**src/hw/rtl/assert_macros.svh**
```systemverilog
// assertion macros for the rtl files
// each macro expects clk_i and rst_ni in the scope where it is used
`ifndef ASSERT_MACROS_SVH
`define ASSERT_MACROS_SVH

// property must hold at every clock edge out of reset
`define STBG_ASSERT(name, prop, msg) \
  name: assert property (@(posedge clk_i) disable iff (!rst_ni) (prop)) else $error(msg);

// condition must never be seen at a clock edge out of reset
`define STBG_NEVER(name, cond, msg) \
  name: assert property (@(posedge clk_i) disable iff (!rst_ni) !(cond)) else $error(msg);

`endif

```
**src/hw/rtl/stbg_pkg.sv**
```systemverilog
// shared constants and types of the speaker tone beep generator
// no dependencies
package stbg_pkg;

  localparam int unsigned CLOCK_HZ_DEF    = 1193180;
  localparam int unsigned COUNT_WIDTH_DEF = 16;

  localparam int unsigned FREQ_W = 16;
  localparam int unsigned DUR_W  = 16;
  localparam int unsigned CPM_W  = 16;
  localparam int unsigned TICK_W = 32;

  localparam logic [CPM_W-1:0] CLOCKS_PER_MS_RESET = CPM_W'(1193);

  localparam logic MODE_TICK = 1'b0;
  localparam logic MODE_CMD  = 1'b1;

  typedef struct packed {
    logic done;
    logic busy;
  } div_stat_t;

  typedef struct packed {
    logic speaker_level;
    logic speaker_on;
    logic busy_res;
    logic command_taken;
  } out_item_t;

endpackage

```
**src/hw/rtl/stbg_if.sv**
```systemverilog
// item channels of the speaker tone beep generator
// depends on stbg_pkg
interface stbg_in_if;
  logic                        valid;
  logic                        ready;
  logic                        mode;
  logic [stbg_pkg::FREQ_W-1:0] freq_hz;
  logic [stbg_pkg::DUR_W-1:0]  dur_ms;

  modport source (output valid, output mode, output freq_hz, output dur_ms, input ready);
  modport sink   (input valid, input mode, input freq_hz, input dur_ms, output ready);
endinterface

interface stbg_out_if;
  logic valid;
  logic ready;
  logic speaker_level;
  logic speaker_on;
  logic busy_res;
  logic command_taken;

  modport source (output valid, output speaker_level, output speaker_on,
                  output busy_res, output command_taken, input ready);
  modport sink   (input valid, input speaker_level, input speaker_on,
                  input busy_res, input command_taken, output ready);
endinterface

```
**src/hw/rtl/speaker_tone_beep_generator.sv**
```systemverilog
// Beep tone generator with an 8254 mode-3 style square wave and speaker gate.
// Each input item is a tick (mode 0) or a beep command (mode 1) and yields one
// result item. A tick and a rejected or frequency-zero command go straight
// to the output register; a tone command runs the clock-rate divider, one
// quotient bit per cycle, and the next item is accepted only once the
// divider is done and its result is written to the output register.
// depends on stbg_pkg, stbg_if, stbg_divider and assert_macros.svh
`include "assert_macros.svh"

module speaker_tone_beep_generator #(
  parameter int unsigned ClockHz    = stbg_pkg::CLOCK_HZ_DEF,
  parameter int unsigned CountWidth = stbg_pkg::COUNT_WIDTH_DEF
) (
  input  logic                       clk_i,
  input  logic                       rst_ni,
  input  logic                       cfg_we_i,
  input  logic [stbg_pkg::CPM_W-1:0] cfg_wdata_i,
  stbg_in_if.sink                    in_i,
  stbg_out_if.source                 out_o
);

  localparam int unsigned DivW = $clog2(ClockHz + 1);
  localparam int unsigned CW   = CountWidth;
  localparam int unsigned FulW = CountWidth + 2;
  localparam int unsigned TW   = stbg_pkg::TICK_W;

  typedef enum logic {
    ST_IDLE,
    ST_DIV
  } state_e;

  function automatic logic [CW-1:0] half_hi(input logic [CW-1:0] r);
    logic [FulW-1:0] full;
    full    = (r == '0) ? (FulW'(1) << CW) : FulW'(r);
    half_hi = CW'((full + FulW'(1)) >> 1);
  endfunction

  function automatic logic [CW-1:0] half_lo(input logic [CW-1:0] r);
    logic [FulW-1:0] full;
    full    = (r == '0) ? (FulW'(1) << CW) : FulW'(r);
    half_lo = CW'(full >> 1);
  endfunction

  state_e                     state_q, state_d;
  logic [stbg_pkg::CPM_W-1:0] cpm_q;
  logic [CW-1:0]              reload_q, reload_d;
  logic [CW-1:0]              wcnt_q, wcnt_d;
  logic                       wlvl_q, wlvl_d;
  logic                       en_q, en_d;
  logic                       owned_q, owned_d;
  logic [TW-1:0]              rem_q, rem_d;
  logic                       busy_q, busy_d;
  logic                       ovalid_q, ovalid_d;
  stbg_pkg::out_item_t        out_q, out_d;

  stbg_pkg::div_stat_t div_stat;
  logic [DivW-1:0]     quot;
  logic                div_start;
  logic                in_fire;
  logic                out_wr;
  logic                taken;
  logic [CW-1:0]       new_reload;
  logic [CW-1:0]       hl, ll;
  logic [TW-1:0]       rem_dec;
  logic                own_n;

  stbg_divider #(
    .ClockHz (ClockHz),
    .QuotW   (DivW)
  ) u_div (
    .clk_i     (clk_i),
    .rst_ni    (rst_ni),
    .start_i   (div_start),
    .divisor_i (in_i.freq_hz),
    .stat_o    (div_stat),
    .quot_o    (quot)
  );

  assign in_i.ready = (state_q == ST_IDLE) && (!ovalid_q || out_o.ready);
  assign in_fire    = in_i.valid && in_i.ready;
  assign new_reload = CW'(quot);
  assign hl         = half_hi(reload_q);
  assign ll         = half_lo(reload_q);
  assign rem_dec    = (rem_q != '0) ? rem_q - TW'(1) : rem_q;

  always_comb begin
    state_d   = state_q;
    reload_d  = reload_q;
    wcnt_d    = wcnt_q;
    wlvl_d    = wlvl_q;
    en_d      = en_q;
    owned_d   = owned_q;
    rem_d     = rem_q;
    busy_d    = busy_q;
    div_start = 1'b0;
    out_wr    = 1'b0;
    taken     = 1'b0;
    own_n     = owned_q;
    unique case (state_q)
      ST_IDLE: begin
        if (in_fire) begin
          if (in_i.mode == stbg_pkg::MODE_TICK) begin
            out_wr = 1'b1;
            if (wcnt_q > CW'(1)) begin
              wcnt_d = wcnt_q - CW'(1);
            end else if (wlvl_q) begin
              if (ll == '0) begin
                wcnt_d = hl;
              end else begin
                wlvl_d = 1'b0;
                wcnt_d = ll;
              end
            end else begin
              wlvl_d = 1'b1;
              wcnt_d = hl;
            end
            if (busy_q) begin
              rem_d = rem_dec;
              if (rem_dec == '0) begin
                busy_d = 1'b0;
                if (owned_q) begin
                  en_d    = 1'b0;
                  owned_d = 1'b0;
                end
              end
            end
          end else if (busy_q) begin
            out_wr = 1'b1;
          end else if (in_i.freq_hz == '0) begin
            out_wr  = 1'b1;
            taken   = 1'b1;
            en_d    = 1'b0;
            owned_d = 1'b0;
          end else begin
            div_start = 1'b1;
            rem_d     = TW'({16'b0, in_i.dur_ms} * {16'b0, cpm_q});
            state_d   = ST_DIV;
          end
        end
      end
      ST_DIV: begin
        if (div_stat.done) begin
          out_wr   = 1'b1;
          taken    = 1'b1;
          state_d  = ST_IDLE;
          reload_d = new_reload;
          wlvl_d   = 1'b1;
          wcnt_d   = half_hi(new_reload);
          own_n    = en_q ? owned_q : 1'b1;
          en_d     = 1'b1;
          owned_d  = own_n;
          busy_d   = (rem_q != '0);
          if (rem_q == '0 && own_n) begin
            en_d    = 1'b0;
            owned_d = 1'b0;
          end
        end
      end
      default: state_d = ST_IDLE;
    endcase

    out_d.speaker_level = wlvl_d & en_d;
    out_d.speaker_on    = en_d;
    out_d.busy_res      = busy_d;
    out_d.command_taken = taken;

    if (out_wr) begin
      ovalid_d = 1'b1;
    end else if (out_o.ready) begin
      ovalid_d = 1'b0;
    end else begin
      ovalid_d = ovalid_q;
    end
  end

  always_ff @(posedge clk_i or negedge rst_ni) begin
    if (!rst_ni) begin
      state_q  <= ST_IDLE;
      cpm_q    <= stbg_pkg::CLOCKS_PER_MS_RESET;
      reload_q <= '0;
      wcnt_q   <= '0;
      wlvl_q   <= 1'b1;
      en_q     <= 1'b0;
      owned_q  <= 1'b0;
      rem_q    <= '0;
      busy_q   <= 1'b0;
      ovalid_q <= 1'b0;
    end else begin
      state_q  <= state_d;
      reload_q <= reload_d;
      wcnt_q   <= wcnt_d;
      wlvl_q   <= wlvl_d;
      en_q     <= en_d;
      owned_q  <= owned_d;
      rem_q    <= rem_d;
      busy_q   <= busy_d;
      ovalid_q <= ovalid_d;
      if (cfg_we_i) begin
        cpm_q <= cfg_wdata_i;
      end
    end
  end

  // result payload, no reset needed
  always_ff @(posedge clk_i) begin
    if (out_wr) begin
      out_q <= out_d;
    end
  end

  assign out_o.valid         = ovalid_q;
  assign out_o.speaker_level = out_q.speaker_level;
  assign out_o.speaker_on    = out_q.speaker_on;
  assign out_o.busy_res      = out_q.busy_res;
  assign out_o.command_taken = out_q.command_taken;

  `STBG_NEVER(a_div_done_idle, div_stat.done && state_q != ST_DIV, "divider done outside divide")
  `STBG_NEVER(a_owned_not_on, owned_q && !en_q, "speaker owned while disabled")
  `STBG_NEVER(a_busy_no_ticks, busy_q && rem_q == '0, "tone busy with no ticks left")
  `STBG_ASSERT(a_start_idle, div_start |=> state_q == ST_DIV && div_stat.busy, "divide not started")

endmodule

```
**src/hw/rtl/stbg_divider.sv**
```systemverilog
// restoring divider, one quotient bit per cycle through one subtractor
// divides the constant clock rate by a frequency; depends on stbg_pkg
module stbg_divider #(
  parameter int unsigned ClockHz = stbg_pkg::CLOCK_HZ_DEF,
  parameter int unsigned QuotW   = $clog2(stbg_pkg::CLOCK_HZ_DEF + 1)
) (
  input  logic                        clk_i,
  input  logic                        rst_ni,
  input  logic                        start_i,
  input  logic [stbg_pkg::FREQ_W-1:0] divisor_i,
  output stbg_pkg::div_stat_t         stat_o,
  output logic [QuotW-1:0]            quot_o
);

  localparam int unsigned FW   = stbg_pkg::FREQ_W;
  localparam int unsigned CntW = $clog2(QuotW + 1);

  logic [FW-1:0]    dvs_q;
  logic [FW-1:0]    rem_q;
  logic [QuotW-1:0] qr_q;
  logic [CntW-1:0]  cnt_q;
  logic             busy_q;
  logic             done_q;

  logic [FW:0] shifted;
  logic [FW:0] diff;
  logic        ge;

  assign shifted = {rem_q, qr_q[QuotW-1]};
  assign diff    = shifted - {1'b0, dvs_q};
  assign ge      = shifted >= {1'b0, dvs_q};

  always_ff @(posedge clk_i or negedge rst_ni) begin
    if (!rst_ni) begin
      busy_q <= 1'b0;
      done_q <= 1'b0;
      cnt_q  <= '0;
    end else begin
      done_q <= 1'b0;
      if (start_i) begin
        busy_q <= 1'b1;
        cnt_q  <= CntW'(QuotW);
      end else if (busy_q) begin
        cnt_q <= cnt_q - CntW'(1);
        if (cnt_q == CntW'(1)) begin
          busy_q <= 1'b0;
          done_q <= 1'b1;
        end
      end
    end
  end

  // datapath, no reset needed
  always_ff @(posedge clk_i) begin
    if (start_i) begin
      dvs_q <= divisor_i;
      rem_q <= '0;
      qr_q  <= QuotW'(ClockHz);
    end else if (busy_q) begin
      rem_q <= ge ? diff[FW-1:0] : shifted[FW-1:0];
      qr_q  <= {qr_q[QuotW-2:0], ge};
    end
  end

  assign stat_o.busy = busy_q;
  assign stat_o.done = done_q;
  assign quot_o      = qr_q;

endmodule
```
**src/flat_wrapper.sv**
```systemverilog
// flat-port wrapper written by rule: the top's interface ports become plain ports
module speaker_tone_beep_generator_flat 
#(
  parameter int unsigned ClockHz    = stbg_pkg::CLOCK_HZ_DEF,
  parameter int unsigned CountWidth = stbg_pkg::COUNT_WIDTH_DEF
)
  (clk_i, rst_ni, cfg_we_i, cfg_wdata_i, in_i_valid, in_i_mode, in_i_freq_hz, in_i_dur_ms, in_i_ready, out_o_valid, out_o_speaker_level, out_o_speaker_on, out_o_busy_res, out_o_command_taken, out_o_ready);
  stbg_in_if in_i_i ();
  stbg_out_if out_o_i ();
  input  logic clk_i;
  input  logic rst_ni;
  input  logic cfg_we_i;
  input  logic [stbg_pkg::CPM_W-1:0] cfg_wdata_i;
  input wire logic [$bits(in_i_i.valid)-1:0] in_i_valid;
  input wire logic [$bits(in_i_i.mode)-1:0] in_i_mode;
  input wire logic [$bits(in_i_i.freq_hz)-1:0] in_i_freq_hz;
  input wire logic [$bits(in_i_i.dur_ms)-1:0] in_i_dur_ms;
  output wire logic [$bits(in_i_i.ready)-1:0] in_i_ready;
  output wire logic [$bits(out_o_i.valid)-1:0] out_o_valid;
  output wire logic [$bits(out_o_i.speaker_level)-1:0] out_o_speaker_level;
  output wire logic [$bits(out_o_i.speaker_on)-1:0] out_o_speaker_on;
  output wire logic [$bits(out_o_i.busy_res)-1:0] out_o_busy_res;
  output wire logic [$bits(out_o_i.command_taken)-1:0] out_o_command_taken;
  input wire logic [$bits(out_o_i.ready)-1:0] out_o_ready;
  assign in_i_i.valid = in_i_valid;
  assign in_i_i.mode = in_i_mode;
  assign in_i_i.freq_hz = in_i_freq_hz;
  assign in_i_i.dur_ms = in_i_dur_ms;
  assign in_i_ready = in_i_i.ready;
  assign out_o_valid = out_o_i.valid;
  assign out_o_speaker_level = out_o_i.speaker_level;
  assign out_o_speaker_on = out_o_i.speaker_on;
  assign out_o_busy_res = out_o_i.busy_res;
  assign out_o_command_taken = out_o_i.command_taken;
  assign out_o_i.ready = out_o_ready;
  speaker_tone_beep_generator #(.ClockHz(ClockHz), .CountWidth(CountWidth)) u_core (.clk_i(clk_i), .rst_ni(rst_ni), .cfg_we_i(cfg_we_i), .cfg_wdata_i(cfg_wdata_i), .in_i(in_i_i), .out_o(out_o_i));
endmodule
```
**config.mk**
```make
export PLATFORM = sky130hd
export DESIGN_NAME = speaker_tone_beep_generator_flat
export DESIGN_NICKNAME = d
export VERILOG_FILES = /design/src/hw/rtl/stbg_pkg.sv /design/src/hw/rtl/stbg_if.sv /design/src/hw/rtl/speaker_tone_beep_generator.sv /design/src/hw/rtl/stbg_divider.sv /design/src/flat_wrapper.sv
export VERILOG_INCLUDE_DIRS = /design/src /design/src/hw/rtl
export SDC_FILE = /design/constraint.sdc
export NUM_CORES = 1
export LEC_CHECK = 0
export BUFFER_PORTS_ARGS = -buffer_cell sky130_fd_sc_hd__buf_2
export CAP_MARGIN = 0
export CORE_ASPECT_RATIO = 1.25
export CORE_MARGIN = 10
export CORE_UTILIZATION = 50
export DETAILED_ROUTE_END_ITERATION = 8
export HOLD_SLACK_MARGIN = 0.02
export PLACE_DENSITY_LB_ADDON = 0.12
export SETUP_SLACK_MARGIN = 0.05
export SYNTH_ARGS = -nofsm -noshare
export SYNTH_HDL_FRONTEND = slang
export SYNTH_SLANG_ARGS = --single-unit
```
**constraint.sdc**
```tcl
create_clock -name clk_i -period 18.2 [get_ports clk_i]
set_input_delay 2.73 -clock clk_i [delete_from_list [all_inputs] [get_ports clk_i]]
set_output_delay 2.73 -clock clk_i [all_outputs]
set_load 0.005 [all_outputs]
```
==> results.yml <==
placed_design:
  portBuffers: 59
  dp_hpwl_um: 33100
  gp_congestion: 0.883
timing:
  slew_headroom_pct: 21.1
  setup_viol: 0
  maxSlewViolCount: 0
  max_freq_ghz: 0.116
  layout_min_cycle_time_ns: 8.61
  finalHoldViolCount: 0
  finalCritPeriodShare_pct: 47.3
  tightest_slew_ns: 1.18
  skew_ns: 0.0103
  rsz0062_at_grt: "false"
  setup-tns-final_ns: 0
final_layout:
  area_growth_syn_to_layout_pct: 6.51
  final_core_util_pct: 53.8
  seq_area_mm2: 0.00368
  diodes: 0
  layout_common_cells: "inv_1, nand2_1, fa_1, ha_1, and2_1"
  nNetsFinal: 2358
  fillCellCount: 3285
  multi_input_area_mm2: 0.0123
  final_common_cell: "inv_1"
  drive_above_1_share_pct: 8.38
clock_tree:
  clk_pin_slew_ns: 0.07
  cts_setup_buffers: 0
  clock_path_buffers: 2
  cts_resized: 0
  cts_tree: "done"
  cts_made_buffers: 17
  clkSinkCount: 150
  cts_root_buffer: "clkbuf_16"
  hold_buffers: 0
  htreeDepth: 4
  clk_latency_ns: 0.46
detailed_routing:
  vias: 13700
  drcViolationCount: 0
  dr.first_iter.drc_count: 695
  detail_route.vias_per_cell: 5.58
  drt_wl_total_um: 43100
  first_pass_iters: 5
  ant_nets: 0
  post_drt_wl_per_cell_um: 17.5
worst_setup_path:
  ff2ff_setup_slack_ns: 11.39
  cpPeakStageDelay_ns: 0.63
  critPathSlowestCell: "o31ai_1"
  path_class: "in -> reg"
  crit_start: "in_i_dur_ms[10]"
  r2r-start: "u_core.cpm_q[1]$_DFFE_PN0P_"
  cp-start-kind: "input pin"
  path_cells: "buf_2 > nand2_1 > fa_1 > fa_1 > fa_1 > fa_1 > inv_1 > fa_1 > inv_1 > fa_1 > inv_1 > ha_1 > a21oi_1 > nand2_1 > a21oi_1 > a21oi_1 > o31ai_1 > o211ai_1 > a41oi_1 > mux2i_1 > o21ai_0"
  reg2reg_depth: 20
  critical-path-top-delay-family: "adder cells"
  path_common_cell: "fa_1"
  end_kind: "register"
  cp_num_buf_inv: 4
  cp_data_arrival_time_ns: 8.92
  regToRegEndpoint: "u_core.rem_q[30]$_DFFE_PN0P_"
  required_ns: 18.52
  cp_max_fo: 16
synthesis:
  synth_seq_area_share_pct: 21.1
  synth-async-reset-ratio_pct: 62.0
  ys_ff_latch: 150
  synth_ff_type: "dfrtp_1"
  synth.distinct_cells: 78
  netlist_instances: 1986
  synth_edf_count: 20
  ys_warn_count: 0
  syn_area_per_cell_um2: 8.76
  syn-num-nets: 2365
  synth_area_mm2: 0.0174
grt:
  grt_usage_pct: 21.0
  busiest_layer: "met2"
  antenna_found_initial: 0
  grt_max_degree: 62
  use_met3_pct: 3.17
  globalRouteMet2Util_pct: 37.1
  grt_overflow: 0
  grt_pass1_vias: 14800
  grt_pass1_wl_um: 74500
  met1_usage_pct: 24.7
floorplanning:
  coreArea_mm2: 0.0344
  fp-row-count: 76
  io_pins: 60
  die_width_um: 187
  start_util_pct: 50.5
  dieArea_mm2: 0.0427
  die_height_um: 229
min_path:
  min_to: "u_core.u_div.quot_o[17]$_SDFFE_PP1P_"
  hold_class: "reg -> reg"
  min-delay-start: "u_core.u_div.quot_o[17]$_SDFFE_PP1P_"
  min_path_cells: 2
run:
  drv_cap: 0
run_status:
  status: "finished clean"
sequential cells by signal, summed over array words and instances, names as in the netlist, 5 cells and up:
register and cells:
u_core.rem_q 32, u_core.u_div.dvs_q 16, u_core.wcnt_q 16, u_core.u_div.rem_q 16
u_core.cpm_q 16, u_core.u_div.cnt_q 5, u_core.u_div.quot_o 21, u_core.reload_q 16
cells by family (layout without fill, tap and decap cells):
| family | Yosys count | in the layout | share of synthesized area [%] |
|---|---|---|---|
| DFF | 150 | 150 | 21.1 |
| muxes | 65 | 65 | 3.99 |
| buffers and inverters | 367 | 373 | 8.07 |
| and+or+nand+nor | 669 | 669 | 19.4 |
| xor gates and xnor gates | 83 | 83 | 4.18 |
| adders and majority gates | 325 | 325 | 31.8 |
| AOI/OAI and AO/OA | 327 | 327 | 11.5 |
area by class of cell:
cell class / count / area share (%)
multi-input combinational: 1469 / 66.5
sequential: 150 / 19.8
timing repair buffer: 67 / 1.93
tap: 468 / 3.16
inverter: 274 / 5.55
clock buffer: 17 / 2.30
clock inverter: 15 / 0.729
Yosys cell counts, drive strengths merged, types with 5 or more instances:
master / instances / area (um2)
o31ai: 7 / 52.6
a32oi: 7 / 61.3
a31oi: 13 / 81.3
nor2b: 6 / 37.5
o21a: 7 / 52.6
dfxtp: 37 / 741
or4: 11 / 91.3
ha: 130 / 1630
dfstp: 6 / 158
o211ai: 7 / 52.6
and3: 9 / 56.3
or2: 6 / 37.5
o221ai: 7 / 61.3
nor3: 38 / 195
clkbuf: 83 / 312
a22oi: 8 / 60.1
nand2: 247 / 927
fa: 195 / 3900
nand4: 16 / 106
inv: 274 / 1030
nand2b: 13 / 81.3
buf: 10 / 63.8
nor2: 109 / 409
edfxtp: 20 / 601
a21oi: 88 / 440
mux2i: 30 / 300
and2: 123 / 772
or3: 11 / 73.8
xor2: 32 / 280
mux2: 35 / 394
o22a: 5 / 43.8
o21ai: 118 / 591
a21o: 9 / 67.6
xnor2: 51 / 447
dfrtp: 87 / 2180
a211oi: 12 / 90.1
o21bai: 5 / 37.5
nor4: 29 / 239
nand3b: 6 / 45.0
nand3: 32 / 160
routing by layer:
layer,vias to the layer above,wire [um]
met5,-,0
met4,0,1520
met3,85,1440
met2,281,21900
met1,6802,18200
li1,6551,-
metrics by stage:
step	instances	cell area (um2)	hold WS (ns)	setup slack, ns
final	2460	18500	0.493	9.59
after global routing	2460	18500	0.515	9.37
after CTS	2460	18500	0.491	9.67
after detailed placement	2428	18000	0.474	9.19
after global placement	2428	18000	0.462	9.27
after floorplan	1986	17400	0.441	9.91
worst reg2reg max path, cell delays in order (launching register included):
cell	delay, ns
dfrtp_1	0.74
nand2_1	0.18
fa_1	0.54
fa_1	0.59
fa_1	0.47
fa_1	0.56
inv_1	0.05
fa_1	0.48
inv_1	0.06
fa_1	0.54
inv_1	0.04
ha_1	0.36
a21oi_1	0.19
nand2_1	0.07
a21oi_1	0.15
a21oi_1	0.15
o31ai_1	0.63
o211ai_1	0.28
a41oi_1	0.29
mux2i_1	0.20
o21ai_0	0.09
how the worst max path moves through the flow:
| stage | endpoint | slack (ns) | cells after the start |
|---|---|---|---|
| floorplan | u_core.rem_q[30]$_DFFE_PN0P_ | 9.91 | 21 |
| global placement | u_core.rem_q[30]$_DFFE_PN0P_ | 9.27 | 22 |
| detailed placement | u_core.rem_q[30]$_DFFE_PN0P_ | 9.19 | 21 |
| CTS | u_core.rem_q[30]$_DFFE_PN0P_ | 9.67 | 21 |
| global route | u_core.rem_q[30]$_DFFE_PN0P_ | 9.37 | 21 |
| finish | u_core.rem_q[30]$_DFFE_PN0P_ | 9.59 | 21 |
Power is not shown: default switching activity piles up to over one toggle a cycle in this logic, so the estimate is an artifact.
